### config.mk
export PLATFORM = sky130hd
export DESIGN_NAME = slc_hash
export DESIGN_NICKNAME = d
export VERILOG_FILES = /design/src/rtl/slc_pkg.sv /design/src/rtl/slc_hash.sv
export SDC_FILE = /design/constraint.sdc
export NUM_CORES = 2
export LEC_CHECK = 0
export BUFFER_PORTS_ARGS = -buffer_cell sky130_fd_sc_hd__buf_2
export CORE_MARGIN = 8
export CORE_UTILIZATION = 45
export CTS_BUF_LIST = sky130_fd_sc_hd__clkbuf_2 sky130_fd_sc_hd__clkbuf_4 sky130_fd_sc_hd__clkbuf_8
export CTS_CLUSTER_SIZE = 14
export DETAILED_ROUTE_END_ITERATION = 8
export GPL_ROUTABILITY_DRIVEN = 0
export PLACE_DENSITY_LB_ADDON = 0.05
export RECOVER_POWER = 50
export SETUP_SLACK_MARGIN = 0.05
export SLEW_MARGIN = 20
export SYNTH_ARGS = -nofsm -noshare
export SYNTH_HDL_FRONTEND = slang
export SYNTH_SLANG_ARGS = --single-unit
### constraint.sdc
create_clock -name aclk -period 13.5 [get_ports aclk]
set_input_delay 0.675 -clock aclk [delete_from_list [all_inputs] [get_ports aclk]]
set_output_delay 0.675 -clock aclk [all_outputs]
set_load 0.03 [all_outputs]
### src/rtl/slc_pkg.sv
// ----------------------------------------------------------------------------
// slc_pkg: shared types and constants for the striped LRU cache
// Field structs, action codes, sequencer states, hash constants.
// ----------------------------------------------------------------------------
`default_nettype none
package slc_pkg;
    localparam int NUM_SETS = 16;
    localparam int WAYS = 8;
    localparam int PAYLOAD_WIDTH = 64;
    localparam int SET_W = $clog2(NUM_SETS);
    localparam int WAY_W = $clog2(WAYS);
    localparam int FILL_W = $clog2(WAYS + 1);
    localparam int ENTRIES = NUM_SETS * WAYS;
    localparam int ADDR_W = SET_W + WAY_W;
    localparam int OCC_W = $clog2(ENTRIES + 1);
    localparam int TIME_W = 48;
    localparam int TAG_W = 64 + TIME_W;

    localparam logic [63:0] MIX_C1 = 64'hbf58476d1ce4e5b9;
    localparam logic [63:0] MIX_C2 = 64'h94d049bb133111eb;

    localparam logic [0:0] CFG_WAYS = 1'b0;
    localparam logic [0:0] CFG_TTL  = 1'b1;

    typedef enum logic [1:0] {
        ACT_GET = 2'd0,
        ACT_PUT = 2'd1,
        ACT_INV = 2'd2,
        ACT_NOP = 2'd3
    } action_t;

    typedef struct packed {
        logic [1:0]  action;
        logic [63:0] key;
        logic [63:0] data_in;
        logic [47:0] now_ms;
    } req_t;

    typedef struct packed {
        logic        hit;
        logic        expired;
        logic [63:0] data_out;
        logic [7:0]  occupancy;
    } rsp_t;

    typedef enum logic [3:0] {
        ST_IDLE,
        ST_HASH,
        ST_READ,
        ST_SCAN,
        ST_DECIDE,
        ST_EVICT,
        ST_WRITE,
        ST_RESP
    } state_t;

    typedef struct packed {
        logic          start;
        logic [63:0]   key;
    } hash_req_t;

    typedef struct packed {
        logic             done;
        logic [SET_W-1:0] set_idx;
    } hash_rsp_t;
endpackage
`default_nettype wire

### src/rtl/slc_hash.sv
// ----------------------------------------------------------------------------
// slc_hash: set index from the splitmix64 finalizer
// One 32x32 multiplier, shared over partial products, under a step counter.
// ----------------------------------------------------------------------------
`default_nettype none
module slc_hash
    import slc_pkg::*;
(
    input  wire logic      aclk,
    input  wire logic      aresetn,
    input  wire hash_req_t req,
    output hash_rsp_t      rsp
);
    // Steps 0..2: x1*C1 partials, 3: xor-shift, 4..6: x2*C2 partials, 7: out.
    // Only the low 64 bits of each product matter: lo*lo + (lo*hi + hi*lo)<<32.
    logic [2:0]  step_reg, step_next;
    logic        busy_reg, busy_next;
    logic [63:0] x_reg, x_next;
    logic [63:0] acc_reg, acc_next;
    logic [31:0] op_a, op_b;
    logic [63:0] prod;
    logic [63:0] cst;
    logic [63:0] fin;

    assign cst  = (step_reg < 3'd4) ? MIX_C1 : MIX_C2;
    assign prod = op_a * op_b;
    assign fin  = acc_reg ^ (acc_reg >> 31);

    always_comb begin
        case (step_reg)
            3'd0, 3'd4: begin op_a = x_reg[31:0];  op_b = cst[31:0];  end
            3'd1, 3'd5: begin op_a = x_reg[31:0];  op_b = cst[63:32]; end
            3'd2, 3'd6: begin op_a = x_reg[63:32]; op_b = cst[31:0];  end
            default:    begin op_a = '0;           op_b = '0;         end
        endcase
    end

    always_comb begin
        step_next = step_reg;
        busy_next = busy_reg;
        x_next    = x_reg;
        acc_next  = acc_reg;
        if (req.start) begin
            busy_next = 1'b1;
            step_next = 3'd0;
            x_next    = req.key ^ (req.key >> 30);
        end else if (busy_reg) begin
            step_next = step_reg + 3'd1;
            case (step_reg)
                3'd0, 3'd4: acc_next = prod;
                3'd1, 3'd2, 3'd5, 3'd6: acc_next = acc_reg + {prod[31:0], 32'd0};
                3'd3: x_next = acc_reg ^ (acc_reg >> 27);
                default: busy_next = 1'b0;
            endcase
        end
    end

    always_ff @(posedge aclk) begin
        if (!aresetn) begin
            step_reg <= '0;
            busy_reg <= 1'b0;
        end else begin
            step_reg <= step_next;
            busy_reg <= busy_next;
        end
        x_reg   <= x_next;
        acc_reg <= acc_next;
    end

    assign rsp.done    = busy_reg && (step_reg == 3'd7);
    assign rsp.set_idx = fin[SET_W-1:0];
endmodule
`default_nettype wire

==> metrics.yaml <==
ys_ff_latch: 132
status: "complete, but fails checks"
grt_usage: 0.315
port_buffers: 71
cap_violations: 3
ff2ff_path_depth: 40
dieWidth_um: 303
num_vias: 27600
finalHoldViolCount: 0
ant_nets: 0
clockRootBuffer: "clkbuf_8"
min_to: "busy_reg$_SDFF_PN0_"
pin_count: 72
yosysTopAreaCell: "fa_1"
drv_slew: 173
syn_nets: 5098
dieArea_sq_um: 92100
min_path_cells: 2
worst_r2r_endpoint: "acc_reg[61]$_DFFE_PP_"
drt-initial-drc-count: 2811
synth.top_cell.area_share: 0.444
antenna_found_initial: 1
grt_pass1_wl_um: 206000
synthDistinctLibCells: 71
crit_top_cell: "fa_1"
grt_pass1_vias: 29200
hold_buffers: 0
drcViolationCount: 0
clk_latency_ps: 460
nets: 5116
synth_edf_count: 128
via_per_inst: 5.59
htreeDepth: 4
violations: "max-capacitance violations, max-slew violations"
fmax_mhz: 85.4
synthFlopType: "edfxtp_1"
hold_path.class: "in2reg"
cp_max_fo: 28
crit_path_top_delay_cell: "a21oi_4"
grt_max_degree: 69
critical-path-max-stage-delay_ps: 750
startpoint_type: "flop"
cts_buffer_depth: 2
hpwl_um: 128000
fin_setup_tns_ps: 0
end_kind: "flop"
ctsResizeCount: 0
rows: 105
yosys-top-cells-area: "fa_1, ha_1, edfxtp_1"
dr.pass1.iters: 7
path_clk_slew_ps: 90
worst-setup-path-type: "reg2reg"
required_ps: 13690
die_y_um: 303
worst_ep_arrival_time_ps: 11910
min_period_ps: 11720
totalWireLength_um: 142000
synth_area_sq_um: 37200
cts.sinks: 132
synth.yosys.seq_area_share: 0.105
ys_warn_count: 0
rrSetupSlack_ps: 1780
cts_tree: "done"
core_sq_um: 82000
setup_violations: 0
final.setup_skew_ps: 21.5
r2r_start: "step_reg[0]$_SDFFE_PP0P_"
syn_inst: 3835
wl_per_cell_um: 28.8
cts_buffers: 17
start_util: 0.454
drive_above_1_share: 0.0466
hold_start: "aresetn"
relSlewSlack: -1.57
overflow: 0
synthArstFlopShare: 0
worst_slew_pin_slew_ps: 3850
fin_crit_sh: 0.868
cts_setup_buffers: 0
rsz0062_at_grt: "false"
area_growth_syn_to_layout_pct: 5.23
synth.avg_cell_area_sq_um: 9.70
## logic make-up (layout without fill, tap and decap cells)
group	count (synthesis)	count (layout)	share of synthesized area
xor gates and xnor gates	168	168	0.0396
buffers and inverters	1078	1109	0.109
AOI/OAI and AO/OA	472	472	0.0814
and+or+nand+nor	758	758	0.0865
adders and majority gates	1196	1196	0.569
muxes	31	31	0.00925
DFF	132	132	0.105
other	0	1	0
## placed cells by master (no fill, tap or decap), types with 14 or more instances in the layout
cell / Yosys / final
inv_1: 970 / 971
fa_1: 825 / 825
ha_1: 371 / 369
nor2_1: 370 / 368
nand2_1: 227 / 227
edfxtp_1: 128 / 128
o21ai_0: 125 / 125
a21oi_1: 125 / 124
xnor2_1: 98 / 98
xor2_1: 70 / 70
buf_2: 2 / 65
a21o_1: 49 / 48
and2_1: 34 / 34
buf_4: 0 / 33
a22oi_1: 32 / 32
a22o_1: 32 / 32
nand4_1: 24 / 24
nor3_1: 21 / 21
nand3_1: 21 / 21
clkbuf_8: 0 / 17
mux2_2: 27 / 15
o21bai_1: 15 / 15
nand2b_1: 14 / 14
## worst max-delay path, delay by kind of cell (launching register included)
kind	cells	cell delay, ps
buf+inv	8	1300
compound gates	9	2320
fa+ha+maj	11	4850
flops	1	420
xor+xnor	2	740
simple gates	10	1770
## metal layers
metal	GRT usage	routed length [um]
met1	0.421	57300
met2	0.501	64600
met3	0.0474	11000
met4	0.153	9280
met5	0	0
## metrics by stage
stage	instances	hold slack, ps	worst slack, ps	utilization	instance area, sq um
6_report	4937	486	1780	0.477	39100
5_1_grt	4936	475	1260	0.477	39100
4_1_cts	4936	462	1940	0.478	39200
3_5_place_dp	4904	602	1980	0.473	38800
3_3_place_gp	4904	595	1920	0.473	38800
2_1_floorplan	3835	570	3980	-	37200
## synthesized netlist by cell type (all sizes together), types with 4 or more instances
master / number
xor2: 70
and3: 11
dfxtp: 4
a31oi: 9
buf: 24
nand3: 21
nand4: 24
o221ai: 4
nand2b: 14
o21bai: 16
mux2: 27
mux2i: 4
a211oi: 10
inv: 970
ha: 371
a21oi: 127
a21o: 49
nor2: 370
nand2: 227
edfxtp: 128
xnor2: 98
a21boi: 4
and2: 35
or2: 12
a22o: 32
fa: 825
o21a: 8
nor2b: 9
o31ai: 4
o22ai: 5
o211ai: 8
o21ai: 132
a41oi: 5
clkbuf: 83
a22oi: 32
nor3: 21
## cell type report
cell class,count,area (sq um)
sequential,132,3920
fill,8097,42800
multi-input combinational,2625,29300
clock inverter,14,126
antenna,1,2.50
inverter,971,3640
tap,1070,1340
clock buffer,18,241
timing repair buffer,106,603
## how the worst max path moves through the flow
stage	from	to	slack, ps	depth (start not counted)
after floorplan	step_reg[0]$_SDFFE_PP0P_	acc_reg[62]$_DFFE_PP_	3980	39
after global placement	step_reg[0]$_SDFFE_PP0P_	acc_reg[61]$_DFFE_PP_	1920	40
after detailed placement	step_reg[0]$_SDFFE_PP0P_	acc_reg[61]$_DFFE_PP_	1980	40
after CTS	step_reg[0]$_SDFFE_PP0P_	acc_reg[61]$_DFFE_PP_	1940	40
after global routing	step_reg[0]$_SDFFE_PP0P_	acc_reg[61]$_DFFE_PP_	1260	39
final	step_reg[0]$_SDFFE_PP0P_	acc_reg[61]$_DFFE_PP_	1780	40
Power is left out: the tool's default activity adds up to more than one toggle a clock period on the data nets, which glitch-free logic cannot reach.
