**src/rtl/slc_ram.sv**
```systemverilog
// ----------------------------------------------------------------------------
// slc_ram: generic simple dual-port RAM
// One write port, one registered read port.
// ----------------------------------------------------------------------------
`default_nettype none
module slc_ram #(
    parameter int WIDTH = 8,
    parameter int DEPTH = 16
) (
    input  wire logic                     aclk,
    input  wire logic                     we,
    input  wire logic [$clog2(DEPTH)-1:0] waddr,
    input  wire logic [WIDTH-1:0]         wdata,
    input  wire logic [$clog2(DEPTH)-1:0] raddr,
    output logic      [WIDTH-1:0]         rdata
);
    logic [WIDTH-1:0] mem_reg [DEPTH];

    always_ff @(posedge aclk) begin
        if (we) begin
            mem_reg[waddr] <= wdata;
        end
        rdata <= mem_reg[raddr];
    end
endmodule
`default_nettype wire

```
**config.mk**
```make
export PLATFORM = sky130hd
export DESIGN_NAME = slc_ram
export DESIGN_NICKNAME = d
export VERILOG_FILES = /design/src/rtl/slc_ram.sv
export SDC_FILE = /design/constraint.sdc
export NUM_CORES = 1
export LEC_CHECK = 0
export ABC_AREA = 1
export ABC_CLOCK_PERIOD_IN_PS = 1300
export BUFFER_PORTS_ARGS = -buffer_cell sky130_fd_sc_hd__clkbuf_2
export CORE_UTILIZATION = 40
export CTS_BUF_LIST = sky130_fd_sc_hd__clkbuf_8
export CTS_CLUSTER_DIAMETER = 200
export DETAILED_ROUTE_END_ITERATION = 8
export PLACE_DENSITY_LB_ADDON = 0.3
export SLEW_MARGIN = 25
export SYNTH_ARGS = -nofsm -noshare
export SYNTH_HDL_FRONTEND = slang
export SYNTH_SLANG_ARGS = --single-unit
```
**constraint.sdc**
```tcl
create_clock -name aclk -period 1.3 [get_ports aclk]
set_input_delay 0.065 -clock aclk [delete_from_list [all_inputs] [get_ports aclk]]
set_output_delay 0.065 -clock aclk [all_outputs]
set_load 0.005 [all_outputs]
```
==> flow_summary_export.csv, run 1 <==
group,metric,value,unit
outcome,status,"complete, no violations",
yosys,synth_warnings,0,
worst_setup_path,crit_path_frequent_cell,"nand3_1",
yosys,ys_dominant_reg_cell,"edfxtp_1",
pwr,p_sw,1.93,mW
pwr,p_total,8.85,mW
final_layout,largest_reg_flops,128,
clock_network,clkTransAtPathRegs,0.07,ns
worst_setup_path,crit_buf_inv,1,
final_layout,final_nets,614,
clock_network,clock-root-buffer,"clkbuf_8",
yosys,synth_common_cells,"173 x nand2_1, 128 x edfxtp_1, 100 x inv_1",
yosys,netlist_area,0.00577,sq mm
final_layout,drive_gt1_frac,0.125,
final_layout,area_delta_synth_final,13.8,%
routing,first_pass_iters,5,
global_route,overflow,0,
die,die_h,122,um
global_route,antenna_found_initial,0,
timing,timing.fmax,978,MHz
placed_design,place.gp.congestion,0.810,
routing,drt-initial-drc-count,205,
yosys,async_reset_ff_frac,0,
clock_network,cts_buffers,17,
clock_network,htree_levels,4,
yosys,synth.area.top_cells,"edfxtp_1 67%, nand2_1 11%, nand3_1 8.4%",
routing,vias,3810,
global_route,grt_max_degree,65,
placed_design,post-dp-hpwl,7.92,mm
worst_setup_path,crit_required,1.61,ns
global_route,track_usage,0.189,
timing,rsz0062_at_grt,"no",
yosys,yosysUniqueCellTypes,12,
global_route,grt_pass1_wl,20.2,mm
die,die_w,122,um
clock_network,clock_latency,0.43,ns
worst_setup_path,cpPeakStageDelay,0.37,ns
pwr,ir_drop,0.556,mV
timing,hold_viol,0,
timing,finalSetupViolCount,0,
timing,min_period,1.02,ns
die,initial_core_util,0.412,
timing,tightest_slew,0.461,ns
yosys,post-synth-top-count-cell,"nand2_1",
die,io_pins,26,
routing,wl_per_cell,16.3,um
routing,route.detailed.drc,0,
global_route,grt_pass1_vias,3625,
clock_network,hold_buffers,0,
clock_network,clock_sinks,136,
worst_setup_path,start_kind,"flip-flop",
yosys,yosysTopAreaCellShare,0.667,
pwr,p_clk_frac,0.374,
timing,finClkSkew,0.00956,ns
die,die-area,0.0149,sq mm
pwr,combPwrFrac,0.069,
routing,wl,12.9,mm
final_layout,antenna_cells,0,
worst_setup_path,worst-setup-path-type,"reg2reg",
placed_design,portBuffers,25,
die,core_area,0.0140,sq mm
worst_setup_path,cp.arrival,1.33,ns
worst_setup_path,path_delay_family,"simple AND/OR/NAND/NOR gates",
yosys,ys_seq_area_frac,0.694,
worst_setup_path,end_kind,"flip-flop",
final_layout,fill_cells,1303,
pwr,intPower,6.92,mW
flow_run,maxCapViolations,0,
timing,period_share,0.786,
timing,slew_headroom,0.693,
pwr,swShare,0.218,
worst_setup_path,r2r_cells,6,
yosys,synth_fp_nets,569,
yosys,syn_avg_cell_area,10.5,sq um
yosys,yosysTopAreaCell,"edfxtp_1",
pwr,power.density,1350,mW/mm^2
worst_setup_path,crit_slowest_cell,"edfxtp_1",
yosys,synth_edf_count,128,
worst_setup_path,crit_path_cell_trace,"inv_1 -> nand2_1 -> nand3_1 -> nand3_1 -> nand3_1 -> nand2_1",
yosys,syn_inst,551,
routing,avgViaCountPerCell,4.83,
timing,fin_tns_setup,0,ns
pwr,sequentialPowerShare,0.557,
worst_setup_path,critical_path_depth,6,
clock_network,post_cts_buffers,0,
worst_setup_path,worstPathMaxFanout,1,
clock_network,post_cts_resized,0,
pwr,p_leak,2.86,nW
clock_network,clockBufferDepth,2,
die,rows,43,
min_path,hold_depth,4,
routing,antenna_left,0,
yosys,synth-seq-cells,136,
timing,slew_viol_final,0,
clock_network,cts_tree,"done",
min_path,min_path_type,"in2reg",
## power groups by stage
stage / combinational, mW / sequential, mW / clock (mW)
global placement: 0.610 / 5.03 / 0
global route: 0.684 / 4.94 / 3.54
finish: 0.614 / 4.93 / 3.31
CTS: 0.621 / 4.93 / 3.37
floorplan: 0.346 / 5.02 / 0
detailed placement: 0.619 / 5.03 / 0
## stage by stage
| step | worst slack, ns | cell area (sq um) | hold slack (ns) | utilization | cells |
|---|---|---|---|---|---|
| after global routing | 0.185 | 6570 | 0.0915 | 0.469 | 789 |
| after floorplan | 0.284 | 5770 | 0.164 | - | 551 |
| after detailed placement | 0.139 | 6190 | 0.440 | 0.442 | 757 |
| after CTS | 0.256 | 6570 | 0.0727 | 0.469 | 789 |
| final | 0.278 | 6570 | 0.0816 | 0.469 | 789 |
| after global placement | 0.155 | 6190 | 0.438 | 0.442 | 757 |
## final cells by class
cell class	instances	area [sq um]	area share
Sequential cell	136	4000	0.610
Multi-Input combinational cell	289	1210	0.185
Clock inverter	15	143	0.0217
Inverter	102	383	0.0583
Timing Repair Buffer	50	363	0.0553
Tap cell	180	225	0.0343
Clock buffer	17	234	0.0356
## routing by layer
metal / GRT usage / wire (um)
met4: 0.0716 / 274
met3: 0.0375 / 626
met2: 0.302 / 6190
met1: 0.255 / 5790
met5: 0 / 0
## cells in the final DEF, fill, tap and decap left out
cell / instances
buf_12: 4
buf_4: 21
bufinv_16: 3
clkbuf_2: 25
clkbuf_8: 17
clkinv_1: 6
clkinv_2: 3
clkinvlp_4: 1
dfxtp_1: 8
edfxtp_1: 128
inv_1: 102
inv_2: 2
nand2_1: 173
nand3_1: 97
nand3b_1: 2
nor2_1: 17
## cell families after synthesis
| family | Yosys count | share of synthesized area |
|---|---|---|
| buffers and inverters | 126 | 0.0952 |
| DFF | 136 | 0.694 |
| and+or+nand+nor | 289 | 0.210 |
## worst min-delay path: cells and delay by family
kind	cells	cell delay (ns)
AND/OR/NAND/NOR	2	0.13
buffers and inverters	2	0.27
## final timing paths
path                        from       end  slack [ns]
setup / recovery   mem_reg[1][2]  rdata[2]        0.28
hold reg to reg   mem_reg[13][5]  rdata[5]        0.67
setup reg to reg   mem_reg[1][2]  rdata[2]        0.28
hold / removal          raddr[3]  rdata[6]        0.08
Power figures use the tool's default switching activity.
==> run 2: changes to the inputs <==
Settings changed: ABC_AREA 1 to 0, ABC_CLOCK_PERIOD_IN_PS 1300 to 1000.
Clock period 1.3 ns to 1 ns, I/O delays scaled along.
==> run 2 against run 1 <==
Against the previous run:
- synthesized area fell by 11%
- synthesized cell count shrank 58%
- via count is 37% lower
- highest routed layer unchanged
- first-iteration DRC count down 18%
- the run now ends with negative setup slack left
- largest power group unchanged
- sequential share of layout area rose by 3.5 points
- sequential power increased by 30%
- flip-flop and latch count stayed put
- critical path depth fell by 3
- non-clock buffer count increased by 5
- clock power up 14%
- routed wire length down 25%
- die area decreased by 11%
==> flow_summary_export.csv, run 2 <==
group,metric,value,unit
worst_setup_path,crit_path_cell_trace,"mux4_2 -> a22oi_2 -> nand2_1",
routing,drt-initial-drc-count,169,
min_path,hold_depth,1,
worst_setup_path,reg2reg_slack,-0.25,ns
clock_network,cts_buffers,17,
pwr,power.density,1750,mW/mm^2
timing,slew_viol_final,0,
die,rows,41,
global_route,overflow,0,
routing,wl_met1,4.19,mm
worst_setup_path,crit_slowest_cell,"mux4_2",
min_path,min_path_type,"in2reg",
worst_setup_path,crit_required,1.32,ns
min_path,hold_end,"mem_reg[6][5]",
final_layout,final_common_cell,"edfxtp_1",
routing,wl,9.67,mm
final_layout,final_cell_mix,"128 x edfxtp_1, 29 x mux4_2, 25 x clkbuf_2, 18 x clkbuf_8",
worst_setup_path,crit_buf_inv,0,
placed_design,portBuffers,25,
die,die_h,115,um
yosys,synth-seq-cells,136,
pwr,p_leak,2.07,nW
final_layout,finalNonFillerCells,478,
routing,wl_met3,429,um
timing,tightest_slew,0.860,ns
global_route,track_usage,0.165,
yosys,ys_dominant_reg_cell,"edfxtp_1",
timing,finClkSkew,0.00783,ns
pwr,ir_drop,0.843,mV
yosys,synth.area.top_cells,"edfxtp_1 75%, mux4_2 7.9%, mux4_1 7.1%",
placed_design,post-dp-hpwl,6.47,mm
timing,fin_tns_setup,-1.80,ns
routing,antenna_left,0,
timing,min_period,1.25,ns
yosys,async_reset_ff_frac,0,
clock_network,clock_latency,0.42,ns
die,initial_core_util,0.410,
global_route,antenna_found_initial,0,
worst_setup_path,worstPathMaxFanout,1,
timing,slew_headroom,0.425,
timing,finalSetupViolCount,8,
die,io_pins,26,
clock_network,cts_tree,"done",
routing,route.detailed.drc,0,
yosys,netlist_area,0.00515,sq mm
timing,timing.fmax,801,MHz
min_path,hp-start,"wdata[5]",
global_route,grt_pass1_vias,2537,
timing,layout_setup_ws,-0.249,ns
final_layout,largest_reg_flops,128,
timing,rsz0062_at_grt,"yes",
final_layout,final_nets,311,
yosys,post-synth-top-count-cell,"edfxtp_1",
yosys,yosysUniqueCellTypes,19,
final_layout,antenna_cells,0,
flow_run,maxCapViolations,0,
final_layout,seqCellArea,0.00401,sq mm
pwr,p_total,10.9,mW
die,die_w,115,um
worst_setup_path,cpPeakStageDelay,0.48,ns
final_layout,area_delta_synth_final,20.7,%
die,die-area,0.0133,sq mm
timing,hold_viol,0,
clock_network,hold_buffers,0,
global_route,grt_pass1_wl,14.9,mm
worst_setup_path,start_kind,"flip-flop",
routing,wl_per_cell,20.2,um
placed_design,place.gp.congestion,0.719,
yosys,yosysTopAreaCellShare,0.747,
outcome,violations,"negative setup slack",
placed_design,placedCellCount,446,
yosys,syn_inst,229,
clock_network,htree_levels,4,
die,core_area,0.0126,sq mm
worst_setup_path,end_kind,"flip-flop",
worst_setup_path,r2r_cells,3,
yosys,synth_warnings,0,
clock_network,clkTransAtPathRegs,0.07,ns
worst_setup_path,timing.rr.start,"mem_reg[3][7]",
final_layout,multi_input_area,0.00112,sq mm
final_layout,drive_gt1_frac,0.428,
yosys,ys_seq_area_frac,0.778,
yosys,synth_edf_count,128,
yosys,synth_common_cells,"128 x edfxtp_1, 18 x mux4_2, 16 x a22oi_1",
outcome,status,"complete, but fails checks",
yosys,yosysTopAreaCell,"edfxtp_1",
routing,first_pass_iters,4,
global_route,grt_max_degree,23,
timing,period_share,1.25,
routing,vias,2412,
worst_setup_path,worst-setup-path-type,"reg2reg",
routing,top_layer_used,"met4",
clock_network,clock_sinks,136,
yosys,syn_avg_cell_area,22.5,sq um
clock_network,clockBufferDepth,2,
worst_setup_path,timing.rr.end,"rdata[7]",
routing,avgViaCountPerCell,5.05,
worst_setup_path,cp.arrival,1.57,ns
clock_network,clock-root-buffer,"clkbuf_8",
routing,wl_met2,4.96,mm
final_layout,fill_cells,1015,
yosys,synth_fp_nets,247,
worst_setup_path,path_delay_family,"multiplexers",
run 2: cell count changes after synthesis, sizes merged, moves of 2 or more:
cell,delta
inv,-102
nand2,-164
clkdlybuf4s25,+3
buf,-17
nand2b,+2
nor3,+4
nand3,-96
nor2,-4
mux4,+32
a22oi,+16
run 2: worst max path at each step:
stage,startpoint,endpoint,slack (ns),cells after the start
4_1_cts,mem_reg[3][7],rdata[7],-0.28,3
3_5_place_dp,raddr[0],rdata[7],-0.48,5
3_3_place_gp,raddr[0],rdata[7],-0.46,5
5_1_grt,mem_reg[3][7],rdata[7],-0.32,3
2_1_floorplan,raddr[0],rdata[1],-0.16,5
6_report,mem_reg[3][7],rdata[7],-0.25,3
run 2: area by class of cell:
class,count,area share
Multi-Input combinational cell,83,0.180
Tap cell,172,0.0346
Clock buffer,18,0.0399
Clock inverter,14,0.0133
Timing Repair Buffer,55,0.0866
Sequential cell,136,0.645
run 2: report_power, final:
part	internal, mW	switching, mW
Sequential	6.37	0.0461
Combinational	0.326	0.360
Clock	1.92	1.83
Total	8.62	2.24
run 2: logic make-up after synthesis:
logic type,synth area share
flops,0.778
simple gates,0.0318
mux,0.150
compound gates,0.0233
buf+inv,0.0168
run 2: timing repair:
item / in CTS / in global routing
gates resized for setup: 8 / 3
buffers inserted: 0 / 0
pin swaps: 1 / 0
setup endpoints to repair: 11 / 10
run 2: per-layer routing:
layer	up-vias	GRT usage
met5	-	0
met4	0	0.0485
met3	7	0.0586
li1	1087	-
met1	1262	0.209
met2	56	0.268
run 2: metrics by stage:
stage	util	hold slack (ns)	instance area [sq um]	setup WS, ns
after detailed placement	0.464	0.423	5840	-0.479
after CTS	0.493	0.0454	6200	-0.278
after global placement	0.464	0.424	5840	-0.464
after floorplan	-	0.149	5190	-0.158
final	0.494	0.0584	6210	-0.249
after global routing	0.494	0.0514	6210	-0.318
==> run 3: changes to the inputs <==
Settings changed: ABC_CLOCK_PERIOD_IN_PS 1000 to 1400.
Clock period 1 ns to 1.4 ns, I/O delays scaled along.
==> run 3 against run 2 <==
Against the previous run:
- the flow now finishes without violations
- via count shrank 2.1%
- maximum frequency shrank 5.9%
- hold slack improved by 0.016 ns
- first-iteration DRC count up 13%
- routed wire length fell by 5.3%
- die area stayed put
- clock power is 20% lower
- cell area shrank 3.5%
- critical endpoint is now rdata[1]
- largest power group unchanged
==> flow_summary_export.csv, run 3 (synthesis gave the netlist of run 2 again) <==
group,metric,value,unit
final_layout,final_cell_mix,"128 x edfxtp_1, 25 x clkbuf_2, 21 x buf_4, 19 x clkbuf_8, 18 x mux4_2",
routing,vias,2361,
routing,wl_per_cell,19.4,um
die,die-area,0.0133,sq mm
die,die_w,115,um
worst_setup_path,start_kind,"flip-flop",
timing,min_period,1.33,ns
clock_network,clockBufferDepth,2,
timing,period_share,0.948,
final_layout,antenna_cells,0,
clock_network,cts_buffers,17,
clock_network,clkTransAtPathRegs,0.07,ns
worst_setup_path,worst-setup-path-type,"reg2reg",
timing,slew_headroom,0.541,
global_route,antenna_found_initial,0,
pwr,p_leak,2.03,nW
timing,hold_viol,0,
routing,route.detailed.drc,0,
final_layout,drive_gt1_frac,0.328,
final_layout,largest_reg_flops,128,
outcome,status,"complete, no violations",
die,die_h,115,um
final_layout,final_common_cell,"edfxtp_1",
timing,layout_setup_ws,0.0724,ns
worst_setup_path,crit_required,1.71,ns
min_path,hold_depth,1,
worst_setup_path,cp.arrival,1.64,ns
placed_design,post-dp-hpwl,6.22,mm
clock_network,clock_sinks,136,
placed_design,portBuffers,25,
min_path,min_path_type,"in2reg",
clock_network,clock_latency,0.42,ns
routing,drt-initial-drc-count,191,
global_route,overflow,0,
final_layout,fill_cells,1018,
final_layout,final_nets,304,
timing,finClkSkew,0.00757,ns
die,core_area,0.0126,sq mm
timing,rsz0062_at_grt,"no",
timing,timing.fmax,753,MHz
worst_setup_path,r2r_cells,3,
routing,first_pass_iters,4,
timing,worst_hold_slack,0.0740,ns
global_route,grt_pass1_wl,14.0,mm
die,rows,41,
global_route,grt_pass1_vias,2430,
pwr,ir_drop,0.565,mV
routing,avgViaCountPerCell,5.01,
placed_design,pre_cts_ws,-0.115,ns
timing,finalSetupViolCount,0,
timing,tightest_slew,0.687,ns
global_route,grt_max_degree,19,
worst_setup_path,end_kind,"flip-flop",
routing,antenna_left,0,
clock_network,htree_levels,4,
clock_network,cts_tree,"done",
timing,slew_viol_final,0,
routing,wl,9.16,mm
worst_setup_path,worstPathMaxFanout,1,
flow_run,maxCapViolations,0,
global_route,track_usage,0.152,
die,initial_core_util,0.410,
final_layout,area_delta_synth_final,16.5,%
clock_network,clock-root-buffer,"clkbuf_8",
die,io_pins,26,
pwr,power.density,1330,mW/mm^2
clock_network,hold_buffers,0,
placed_design,place.gp.congestion,0.713,
run 3: cell count changes in the layout (fill, tap and decap cells not counted), moves of 5 or more:
| cell | delta |
|---|---|
| inv_1 | -5 |
| mux4_1 | +11 |
| mux4_2 | -11 |
| nor2_2 | -9 |
| a22oi_1 | +5 |
| a22oi_2 | -5 |
| buf_12 | -13 |
| nor2_1 | +9 |
| buf_4 | +6 |
run 3: per-layer routing:
layer,GRT usage,wire length (um)
met5,0,0
met4,0.0649,132
met3,0.0408,272
met2,0.255,4750
met1,0.187,4010
run 3: stage by stage:
stage / utilization / std cells / TNS (ns) / area (sq um) / total power, mW
final: 0.477 / 471 / 0 / 5990 / 7.98
after floorplan: - / 229 / 0 / 5150 / 4.89
after detailed placement: 0.446 / 439 / -0.554 / 5600 / 5.09
after CTS: 0.476 / 471 / 0 / 5980 / 8.05
after global placement: 0.446 / 439 / -0.452 / 5600 / 5.08
after global routing: 0.477 / 471 / 0 / 5990 / 8.26
run 3: critical path, stage by stage, from the launching register on:
cell and delay [ns]:
edfxtp_1 0.36, mux4_1 0.53, a22oi_1 0.24, nand2_1 0.08
run 3: final timing paths:
kind | from | slack [ns] | endpoint
min reg2reg | mem_reg[12][1] | 0.67 | rdata[1]
min | wdata[1] | 0.07 | mem_reg[5][1]
max | mem_reg[4][1] | 0.07 | rdata[1]
max reg2reg | mem_reg[4][1] | 0.07 | rdata[1]
run 3: power breakdown:
group | internal (mW) | switching (mW) | total, mW
combinational | 0.192 | 0.229 | 0.421
sequential | 4.55 | 0.0233 | 4.57
clock | 1.63 | 1.36 | 2.99
run 3: cell type report:
class | count | area [sq um] | area share
clock buffers | 19 | 262 | 0.0436
clock inverters | 13 | 114 | 0.0190
repair buffers | 48 | 323 | 0.0539
flip-flops and latches | 136 | 4000 | 0.668
multi-input cells | 83 | 1080 | 0.180
well taps | 172 | 215 | 0.0359
run 3: what timing repair did:
item / CTS / global route
endpoints found under the setup margin: 0 / 3
resized for setup: 0 / 3
setup buffers: 0 / 0
